==> src/rtl/i2cm_pkg.sv <==
package i2cm_pkg;

	localparam logic [15:0] HALF_PERIOD_RESET = 16'd150;
	localparam logic [15:0] ACK_TIMEOUT_RESET = 16'd2000;
	localparam int          QUEUE_DEPTH       = 2;
	localparam logic [3:0]  BITS_PER_BYTE     = 4'd8;

	localparam logic CFG_HALF_PERIOD = 1'b0;
	localparam logic CFG_ACK_TIMEOUT = 1'b1;

	localparam logic [2:0] REQ_START = 3'd0;
	localparam logic [2:0] REQ_STOP  = 3'd1;
	localparam logic [2:0] REQ_WRITE = 3'd2;
	localparam logic [2:0] REQ_READ  = 3'd3;
	localparam logic [2:0] REQ_CHECK = 3'd4;

	typedef enum logic [2:0] {
		CMD_NONE,
		CMD_START,
		CMD_STOP,
		CMD_WRITE,
		CMD_READ,
		CMD_CHECK
	} cmd_t;

	typedef enum logic [4:0] {
		PH_IDLE   = 5'd0,
		PH_START1 = 5'd1,
		PH_START2 = 5'd2,
		PH_STOP1  = 5'd3,
		PH_STOP2  = 5'd4,
		PH_WR_HI  = 5'd5,
		PH_WR_LO  = 5'd6,
		PH_RD_LO  = 5'd7,
		PH_RD_HI  = 5'd8,
		PH_AK1    = 5'd9,
		PH_AK2    = 5'd10,
		PH_WA1    = 5'd11,
		PH_WA2    = 5'd12,
		PH_POLL   = 5'd13
	} phase_t;

	typedef struct packed {
		logic       cmd_valid;
		logic [2:0] req_type;
		logic [7:0] tx_byte;
		logic       send_ack;
		logic       sda_in;
	} in_item_t;

	typedef struct packed {
		logic       scl_level;
		logic       sda_level;
		logic       sda_drive;
		logic       busy_res;
		logic       done_res;
		logic [7:0] rx_byte;
		logic       ack_failed;
	} out_item_t;

	typedef struct packed {
		cmd_t       cmd;
		logic [7:0] tx_byte;
		logic       send_ack;
		logic       sda_in;
	} tick_t;

endpackage

==> src/rtl/i2cm_front.sv <==
module i2cm_front #(
	parameter int QDEPTH = i2cm_pkg::QUEUE_DEPTH
) (
	input  logic              clk,
	input  logic              arst_n,
	input  logic              in_valid,
	output logic              in_ready,
	input  i2cm_pkg::in_item_t in_data,
	output logic              q_valid,
	input  logic              q_take,
	output i2cm_pkg::tick_t    q_data
);
	import i2cm_pkg::*;

	localparam int PW = $clog2(QDEPTH);
	localparam int CW = $clog2(QDEPTH + 1);
	localparam logic [PW-1:0] LAST = PW'(QDEPTH - 1);
	localparam logic [CW-1:0] FULL = CW'(QDEPTH);

	tick_t         slot_q [QDEPTH];
	logic [PW-1:0] wr_ptr_q;
	logic [PW-1:0] rd_ptr_q;
	logic [CW-1:0] count_q;
	tick_t         tick;
	logic          push;
	logic          pop;

	// classify: anything but a known request becomes a plain tick
	always_comb begin
		tick.tx_byte  = in_data.tx_byte;
		tick.send_ack = in_data.send_ack;
		tick.sda_in   = in_data.sda_in;
		tick.cmd      = CMD_NONE;
		if (in_data.cmd_valid) begin
			case (in_data.req_type)
				REQ_START: tick.cmd = CMD_START;
				REQ_STOP:  tick.cmd = CMD_STOP;
				REQ_WRITE: tick.cmd = CMD_WRITE;
				REQ_READ:  tick.cmd = CMD_READ;
				REQ_CHECK: tick.cmd = CMD_CHECK;
				default:   tick.cmd = CMD_NONE;
			endcase
		end
	end

	assign in_ready = (count_q != FULL);
	assign q_valid  = (count_q != '0);
	assign q_data   = slot_q[rd_ptr_q];
	assign push     = in_valid && in_ready;
	assign pop      = q_take && q_valid;

	always_ff @(posedge clk) begin
		if (push) begin
			slot_q[wr_ptr_q] <= tick;
		end
	end

	always_ff @(posedge clk or negedge arst_n) begin
		if (!arst_n) begin
			wr_ptr_q <= '0;
			rd_ptr_q <= '0;
			count_q  <= '0;
		end else begin
			if (push) begin
				wr_ptr_q <= (wr_ptr_q == LAST) ? '0 : wr_ptr_q + PW'(1);
			end
			if (pop) begin
				rd_ptr_q <= (rd_ptr_q == LAST) ? '0 : rd_ptr_q + PW'(1);
			end
			case ({push, pop})
				2'b10:   count_q <= count_q + CW'(1);
				2'b01:   count_q <= count_q - CW'(1);
				default: count_q <= count_q;
			endcase
		end
	end

endmodule

==> src/rtl/i2cm_seq.sv <==
module i2cm_seq (
	input  logic               clk,
	input  logic               arst_n,
	input  logic               q_valid,
	output logic               q_take,
	input  i2cm_pkg::tick_t     q_data,
	output logic               out_valid,
	input  logic               out_ready,
	output i2cm_pkg::out_item_t out_data,
	input  logic               cfg_we,
	input  logic               cfg_index,
	input  logic [15:0]        cfg_data
);
	import i2cm_pkg::*;

	phase_t      phase_q, phase_n;
	logic [3:0]  bit_q, bit_n;
	logic [15:0] delay_q, delay_n;
	logic [15:0] poll_q, poll_n;
	logic [7:0]  shift_q, shift_n;
	logic        scl_q, scl_n;
	logic        sda_q, sda_n;
	logic        drive_q, drive_n;
	logic        fail_q, fail_n;
	logic        ackc_q, ackc_n;
	logic [7:0]  rx_q, rx_n;
	logic        done_n;
	logic [15:0] hp_q;
	logic [15:0] to_q;
	logic [15:0] hp_eff;
	logic [15:0] d_inc;
	logic [3:0]  b_inc;
	logic        out_valid_q;
	out_item_t   out_data_q;

	assign q_take    = q_valid && (!out_valid_q || out_ready);
	assign out_valid = out_valid_q;
	assign out_data  = out_data_q;
	assign hp_eff    = (hp_q == '0) ? 16'd1 : hp_q;
	assign d_inc     = delay_q + 16'd1;
	assign b_inc     = bit_q + 4'd1;

	always_comb begin
		phase_n = phase_q;
		bit_n   = bit_q;
		delay_n = delay_q;
		poll_n  = poll_q;
		shift_n = shift_q;
		scl_n   = scl_q;
		sda_n   = sda_q;
		drive_n = drive_q;
		fail_n  = fail_q;
		ackc_n  = ackc_q;
		rx_n    = rx_q;
		done_n  = 1'b0;
		case (phase_q)
			PH_IDLE: begin
				case (q_data.cmd)
					CMD_START: begin
						drive_n = 1'b1; sda_n = 1'b1; scl_n = 1'b1;
						phase_n = PH_START1; delay_n = '0;
					end
					CMD_STOP: begin
						drive_n = 1'b1; sda_n = 1'b0; scl_n = 1'b1;
						phase_n = PH_STOP1; delay_n = '0;
					end
					CMD_WRITE: begin
						drive_n = 1'b1;
						sda_n   = q_data.tx_byte[7];
						shift_n = {q_data.tx_byte[6:0], 1'b0};
						scl_n   = 1'b1;
						bit_n   = '0;
						phase_n = PH_WR_HI; delay_n = '0;
					end
					CMD_READ: begin
						drive_n = 1'b0; scl_n = 1'b0;
						shift_n = '0; bit_n = '0;
						ackc_n  = q_data.send_ack;
						phase_n = PH_RD_LO; delay_n = '0;
					end
					CMD_CHECK: begin
						fail_n  = 1'b0; drive_n = 1'b0; sda_n = 1'b1;
						phase_n = PH_WA1; delay_n = '0;
					end
					default: ;
				endcase
			end
			PH_POLL: begin
				if (!q_data.sda_in) begin
					scl_n = 1'b0; phase_n = PH_IDLE; done_n = 1'b1;
				end else if (poll_q >= to_q) begin
					// give up: flag and run a full stop
					fail_n  = 1'b1;
					drive_n = 1'b1; sda_n = 1'b0; scl_n = 1'b1;
					phase_n = PH_STOP1; delay_n = '0;
				end else begin
					poll_n = poll_q + 16'd1;
				end
			end
			default: begin
				delay_n = d_inc;
				if (d_inc >= hp_eff) begin
					case (phase_q)
						PH_START1: begin sda_n = 1'b0; phase_n = PH_START2; delay_n = '0; end
						PH_STOP1:  begin sda_n = 1'b1; phase_n = PH_STOP2;  delay_n = '0; end
						PH_START2, PH_STOP2, PH_AK2: begin
							scl_n = 1'b0; phase_n = PH_IDLE; done_n = 1'b1;
						end
						PH_WR_HI: begin scl_n = 1'b0; phase_n = PH_WR_LO; delay_n = '0; end
						PH_WR_LO: begin
							bit_n = b_inc;
							if (b_inc >= BITS_PER_BYTE) begin
								phase_n = PH_IDLE; done_n = 1'b1;
							end else begin
								sda_n   = shift_q[7];
								shift_n = {shift_q[6:0], 1'b0};
								scl_n   = 1'b1;
								phase_n = PH_WR_HI; delay_n = '0;
							end
						end
						PH_RD_LO: begin
							scl_n   = 1'b1;
							shift_n = {shift_q[6:0], q_data.sda_in};
							phase_n = PH_RD_HI; delay_n = '0;
						end
						PH_RD_HI: begin
							bit_n = b_inc;
							scl_n = 1'b0;
							delay_n = '0;
							if (b_inc >= BITS_PER_BYTE) begin
								drive_n = 1'b1;
								sda_n   = !ackc_q;
								rx_n    = shift_q;
								phase_n = PH_AK1;
							end else begin
								phase_n = PH_RD_LO;
							end
						end
						PH_AK1:  begin scl_n = 1'b1; phase_n = PH_AK2; delay_n = '0; end
						PH_WA1:  begin scl_n = 1'b1; phase_n = PH_WA2; delay_n = '0; end
						PH_WA2:  begin phase_n = PH_POLL; poll_n = '0; end
						default: phase_n = PH_IDLE;
					endcase
				end
			end
		endcase
	end

	always_ff @(posedge clk or negedge arst_n) begin
		if (!arst_n) begin
			phase_q <= PH_IDLE;
			bit_q   <= '0;
			delay_q <= '0;
			poll_q  <= '0;
			shift_q <= '0;
			scl_q   <= 1'b1;
			sda_q   <= 1'b1;
			drive_q <= 1'b1;
			fail_q  <= 1'b0;
			ackc_q  <= 1'b0;
			rx_q    <= '0;
		end else if (q_take) begin
			phase_q <= phase_n;
			bit_q   <= bit_n;
			delay_q <= delay_n;
			poll_q  <= poll_n;
			shift_q <= shift_n;
			scl_q   <= scl_n;
			sda_q   <= sda_n;
			drive_q <= drive_n;
			fail_q  <= fail_n;
			ackc_q  <= ackc_n;
			rx_q    <= rx_n;
		end
	end

	always_ff @(posedge clk or negedge arst_n) begin
		if (!arst_n) begin
			hp_q <= HALF_PERIOD_RESET;
			to_q <= ACK_TIMEOUT_RESET;
		end else if (cfg_we) begin
			case (cfg_index)
				CFG_HALF_PERIOD: hp_q <= cfg_data;
				CFG_ACK_TIMEOUT: to_q <= cfg_data;
				default: ;
			endcase
		end
	end

	always_ff @(posedge clk or negedge arst_n) begin
		if (!arst_n) begin
			out_valid_q <= 1'b0;
		end else if (q_take) begin
			out_valid_q <= 1'b1;
		end else if (out_ready) begin
			out_valid_q <= 1'b0;
		end
	end

	always_ff @(posedge clk) begin
		if (q_take) begin
			out_data_q.scl_level  <= scl_n;
			out_data_q.sda_level  <= sda_n;
			out_data_q.sda_drive  <= drive_n;
			out_data_q.busy_res   <= (phase_n != PH_IDLE);
			out_data_q.done_res   <= done_n;
			out_data_q.rx_byte    <= rx_n;
			out_data_q.ack_failed <= fail_n;
		end
	end

`ifndef SYNTHESIS
	a_done_not_busy: assert property (@(posedge clk) disable iff (!arst_n)
		out_valid_q && out_data_q.done_res |-> !out_data_q.busy_res)
		else $error("done reported while still busy");
	a_bit_range: assert property (@(posedge clk) disable iff (!arst_n)
		bit_q <= BITS_PER_BYTE)
		else $error("bit counter past a full byte");
	a_poll_released: assert property (@(posedge clk) disable iff (!arst_n)
		phase_q == PH_POLL |-> !drive_q)
		else $error("SDA driven while polling for acknowledge");
	a_read_released: assert property (@(posedge clk) disable iff (!arst_n)
		phase_q == PH_RD_LO || phase_q == PH_RD_HI |-> !drive_q)
		else $error("SDA driven while reading data bits");
`endif

endmodule

==> src/rtl/i2c_master_bit_sequencer.sv <==
// I2C master bit sequencer, advanced by one tick per request.
// in_valid/in_ready/in_data: one request per bus tick, carrying an optional
//   command (start, stop, write, read with ACK/NACK, check acknowledge) and
//   the sampled SDA level. Commands offered while busy are ignored.
// out_valid/out_ready/out_data: exactly one result per request, in order:
//   SCL level, SDA level and drive enable, busy, done pulse, last received
//   byte and the acknowledge-failure flag.
// cfg_we/cfg_index/cfg_data: index 0 half-period ticks, index 1 acknowledge
//   timeout polls; write only while idle.
// Path: each request passes through a queue slot, then the output register.
// Throughput: one request per cycle while out_ready holds; the sequencer
//   advances one step per request taken from the two-entry queue.
// Reset: lines SCL high, SDA high and driven, phase idle, half period 150,
//   timeout 2000, queue and output register empty.
// Stall: a waiting result holds in the output register, the queue takes up
//   to two more requests, then in_ready drops until out_ready returns.
module i2c_master_bit_sequencer #(
	parameter int QDEPTH = i2cm_pkg::QUEUE_DEPTH
) (
	input  logic               clk,
	input  logic               arst_n,
	input  logic               in_valid,
	output logic               in_ready,
	input  i2cm_pkg::in_item_t  in_data,
	output logic               out_valid,
	input  logic               out_ready,
	output i2cm_pkg::out_item_t out_data,
	input  logic               cfg_we,
	input  logic               cfg_index,
	input  logic [15:0]        cfg_data
);
	import i2cm_pkg::*;

	logic  q_valid;
	logic  q_take;
	tick_t q_data;

	i2cm_front #(
		.QDEPTH(QDEPTH)
	) u_front (
		.clk     (clk),
		.arst_n  (arst_n),
		.in_valid(in_valid),
		.in_ready(in_ready),
		.in_data (in_data),
		.q_valid (q_valid),
		.q_take  (q_take),
		.q_data  (q_data)
	);

	i2cm_seq u_seq (
		.clk      (clk),
		.arst_n   (arst_n),
		.q_valid  (q_valid),
		.q_take   (q_take),
		.q_data   (q_data),
		.out_valid(out_valid),
		.out_ready(out_ready),
		.out_data (out_data),
		.cfg_we   (cfg_we),
		.cfg_index(cfg_index),
		.cfg_data (cfg_data)
	);

endmodule

==> config.mk <==
export PLATFORM = sky130hd
export DESIGN_NAME = i2c_master_bit_sequencer
export DESIGN_NICKNAME = d
export VERILOG_FILES = /design/src/rtl/i2cm_pkg.sv /design/src/rtl/i2cm_front.sv /design/src/rtl/i2cm_seq.sv /design/src/rtl/i2c_master_bit_sequencer.sv
export SDC_FILE = /design/constraint.sdc
export NUM_CORES = 1
export LEC_CHECK = 0
export ABC_AREA = 1
export BUFFER_PORTS_ARGS = -buffer_cell sky130_fd_sc_hd__buf_2
export CORE_ASPECT_RATIO = 1.75
export CORE_MARGIN = 2
export CORE_UTILIZATION = 55
export CTS_CLUSTER_DIAMETER = 50
export DETAILED_ROUTE_END_ITERATION = 16
export PLACE_DENSITY = 0.74
export SYNTH_ARGS = -nofsm -noshare
export SYNTH_HDL_FRONTEND = slang
export SYNTH_SLANG_ARGS = --single-unit
==> constraint.sdc <==
create_clock -name clk -period 3.78 [get_ports clk]
set_clock_uncertainty 0.2 [all_clocks]
set_input_delay 0 -clock clk [delete_from_list [all_inputs] [get_ports clk]]
set_output_delay 0 -clock clk [all_outputs]
set_load 0.1 [all_outputs]
==> metrics.md <==
| Metric | Value |
|---|---|
| Outcome | `finished clean` |
| Share of post-route cells with drive strength above 1 | `14.8%` |
| Die height | `162 um` |
| Largest net degree at the start of global routing | `51` |
| Vias in the first global route | `6738` |
| Ant. Diodes | `0` |
| Critical path class | `reg -> reg` |
| Seq/Total Area, Yosys | `47.1%` |
| CP cell instances | `ha_1 > nand3_1 > nor4_4 > nand2_1 > nor2_1 > xnor2_1 > inv_1 > ha_1 > nand4_1 > a21oi_1 > nor2_1 > nand2_4 > inv_1 > nand2_2 > nand3_4 > nand2_1 > o21ai_2` |
| Antenna Violating Nets Remaining | `0` |
| FFs w/ async S/R, synth | `71.2%` |
| Worst Path Max Fanout | `16` |
| Met1 Use GR | `26.3%` |
| M2 GR Usage | `50.2%` |
| CP arrival | `3.65 ns` |
| Yosys cell types | `46` |
| Setup violators final | `0` |
| CP Launch Type | `register` |
| Area growth from synthesis to layout | `18.5%` |
| CP required | `3.92 ns` |
| EDFF count, synth | `40` |
| CTS buffer count | `17` |
| Worst slew pin tran | `1.15 ns` |
| Die Area | `15300 um2` |
| Post-route cell area | `9290 um2` |
| PortBufs | `51` |
| Core Region | `13900 um2` |
| Yosys warns | `0` |
| Initial DRC count | `383` |
| Slowest cell on crit path | `dfrtp_1` |
| VDD IR-drop max | `0.000481 V` |
| CTS tree | `done` |
| CP endpoint kind | `register` |
| Row cnt | `57` |
| Top-area cell type share of the netlist area | `27.5%` |
| Top_reg_cell synth | `dfrtp_1` |
| Mean post-synth cell area | `8.17 um2` |
| Logic pwr share | `42.1%` |
| Clock root buffer | `clkbuf_16` |
| H-tree levels | `4` |
| Pwr dens | `765 nW/um2` |
| Gr usage total | `26.5%` |
| Layout Utilization | `66.8%` |
| Drt pass-1 iters | `8` |
| Min Tclk post-route | `3.51 ns` |
| Setup bufs post-CTS | `0` |
| Via count | `6639` |
| Crit share post-route | `92.7%` |
| Fmax | `0.285 GHz` |
| GRT overflow | `0` |
| Largest stage delay, worst path | `0.42 ns` |
| Most frequent cells in the layout | `267 x nand2_1, 112 x inv_1, 86 x dfrtp_1` |
| Global-route wire length before repair | `31400 um` |
| Hold/Removal Path Class | `in -> async` |
| Post-route DRC | `0` |
| Reg2reg start | `u_seq.delay_q[0]` |
| Worst relative slew slack | `23.1%` |
| Number of max-cap violations | `0` |
| DP HPWL | `13200 um` |
| Max Slew Vio Count | `0` |
| Sw Ratio | `44.3%` |
| Clock power share | `25.5%` |
| Clock sink total | `139` |
| DIE WIDTH | `94.2 um` |
| WL/cell | `15.4 um` |
| Post-Route WL | `19100 um` |
| Commonest non-fill, non-tap cell in the layout | `nand2_1` |
| Static leakage | `4.47 nW` |
| Critical R2R Capture | `u_seq.shift_q[4]` |
| Register bit count reported by yosys | `139` |
| GP Congestion | `0.892` |
| DP Area | `8250 um2` |
| Initial antenna violation count | `0` |
| DP Worst Slack | `0.196 ns` |
| M3 GR Usage | `4.41%` |
| Yosys top cell by area | `dfrtp_1` |
| Reg2Reg Setup Slack | `0.27 ns` |
| CTS clk-pin slew, worst paths | `0.06 ns` |
| DR vias/cell | `5.35` |
| P_int | `3.95 mW` |
| Post-Syn Area | `7840 um2` |
| Most area-consuming cells after synthesis | `dfrtp_1 27%, edfxtp_1 15%, nand2_1 13%` |
| GRT busiest layer | `met2` |
| Worst Slack Setup Final | `0.275 ns` |
| Starting density of the core | `56.4%` |
| R2R cell count | `17` |
| Clk Latency, worst-skew pair | `0.42 ns` |
| Worst setup path startpoint | `u_seq.delay_q[0]` |
| Fin. Hold Viols | `0` |
| Synth Instances | `959` |
| Reg power frac | `32.4%` |
| CTS Buffer Depth | `2` |
| Io pins | `52` |
| Syn Nets | `1031` |
| Nets | `1123` |
| Sw power | `3.15 mW` |
[power by group through the flow]
stage | clock network [mW] | registers (mW) | logic, mW
floorplan | 0 | 2.68 | 1.91
global placement | 0 | 2.31 | 2.87
detailed placement | 0 | 2.32 | 2.91
CTS | 1.85 | 2.30 | 2.98
global route | 1.90 | 2.35 | 3.30
finish | 1.81 | 2.30 | 2.99
[worst max path at each step]
stage                         end  slack, ns  cells after the start
6_report         u_seq.shift_q[4]       0.27                     17
4_1_cts        u_seq.out_data[10]       0.16                     18
3_5_place_dp   u_seq.out_data[10]       0.20                     18
5_1_grt        u_seq.out_data[10]      -0.03                     18
3_3_place_gp   u_seq.out_data[10]       0.32                     18
2_1_floorplan  u_seq.out_data[10]       0.54                     19
[flip-flops by register name (all words and copies together), names as in the netlist]
signal	count
u_seq.out_data	14
u_seq.drive_q	1
u_seq.fail_q	1
u_front.rd_ptr_q	1
u_seq.bit_q	4
u_seq.ackc_q	1
u_seq.to_q	16
u_seq.sda_q	1
u_seq.scl_q	1
u_seq.poll_q	16
u_seq.phase_q	5
u_front.wr_ptr_q	1
u_seq.out_valid	1
u_front.count_q	2
u_seq.delay_q	16
u_seq.hp_q	16
u_seq.rx_q	8
u_seq.shift_q	8
u_front.slot_q	26
[cell usage after synthesis, types with 2 or more instances]
cell type  instances
a31oi_1            9
nor3_1            11
buf_6              4
edfxtp_1          40
nor2_2             6
inv_2             14
nand3_4            2
xor2_1            24
nand2_2            6
dfstp_2           13
o21ai_0           58
nand4_1            9
nand2_1          267
buf_1              2
dfrtp_1           86
ha_1              36
nand3_1           70
nand3_2            2
o21ai_1           16
inv_1            112
clkbuf_1          11
a21oi_1           37
nor2_1            76
nand2_4            2
nor4_1             6
xnor2_1            5
a21oi_4            2
o211ai_1           2
buf_2              2
buf_4              4
o21ai_2           10
[final cells by class]
cell class / instances / area (um2)
clock buffers: 18 / 439
clock inverters: 14 / 206
fillers: 1166 / 4620
inverters: 127 / 478
multi-input cells: 670 / 3550
flip-flops and latches: 139 / 3690
well taps: 177 / 221
repair buffers: 96 / 696
[repair_timing]
action | in CTS | in global routing
gates resized for setup | 0 | 3
hold buffers | 36 | 0
endpoints found under the setup margin | 0 | 64
endpoints found under the hold margin | 146 | 0
[worst max-delay path: cells and delay by family, from the launching register on]
kind | cells | cell delay (ns)
xor gates and xnor gates | 1 | 0.13
AOI/OAI and AO/OA | 2 | 0.12
adders and majority gates | 2 | 0.50
and+or+nand+nor | 10 | 1.81
buffers and inverters | 2 | 0.26
DFF | 1 | 0.42
[cells by family (layout without fill, tap and decap cells)]
group | count (synthesis) | in the layout | synth area share, %
compound gates | 142 | 142 | 10.5
xor+xnor | 29 | 29 | 3.24
fa+ha+maj | 36 | 36 | 5.75
buf+inv | 150 | 255 | 7.81
flops | 139 | 139 | 47.1
mux | 1 | 1 | 0.128
simple gates | 462 | 462 | 25.4
[per-layer routing]
layer / vias to the layer above / share of wire (%)
li1: 3311 / -
met1: 3089 / 37
met2: 166 / 54
met3: 73 / 3.2
met4: 0 / 5.5
met5: - / 0
[stage by stage]
stage | total power, mW | hold WS (ns) | cells | TNS (ns)
floorplan | 4.59 | -0.496 | 959 | 0
global placement | 5.17 | -0.159 | 1173 | 0
detailed placement | 5.23 | -0.158 | 1173 | 0
CTS | 7.12 | 0.0398 | 1241 | 0
global route | 7.56 | 0.0598 | 1241 | -0.0756
finish | 7.10 | 0.0484 | 1241 | 0
(Power assumes the default switching activity.)
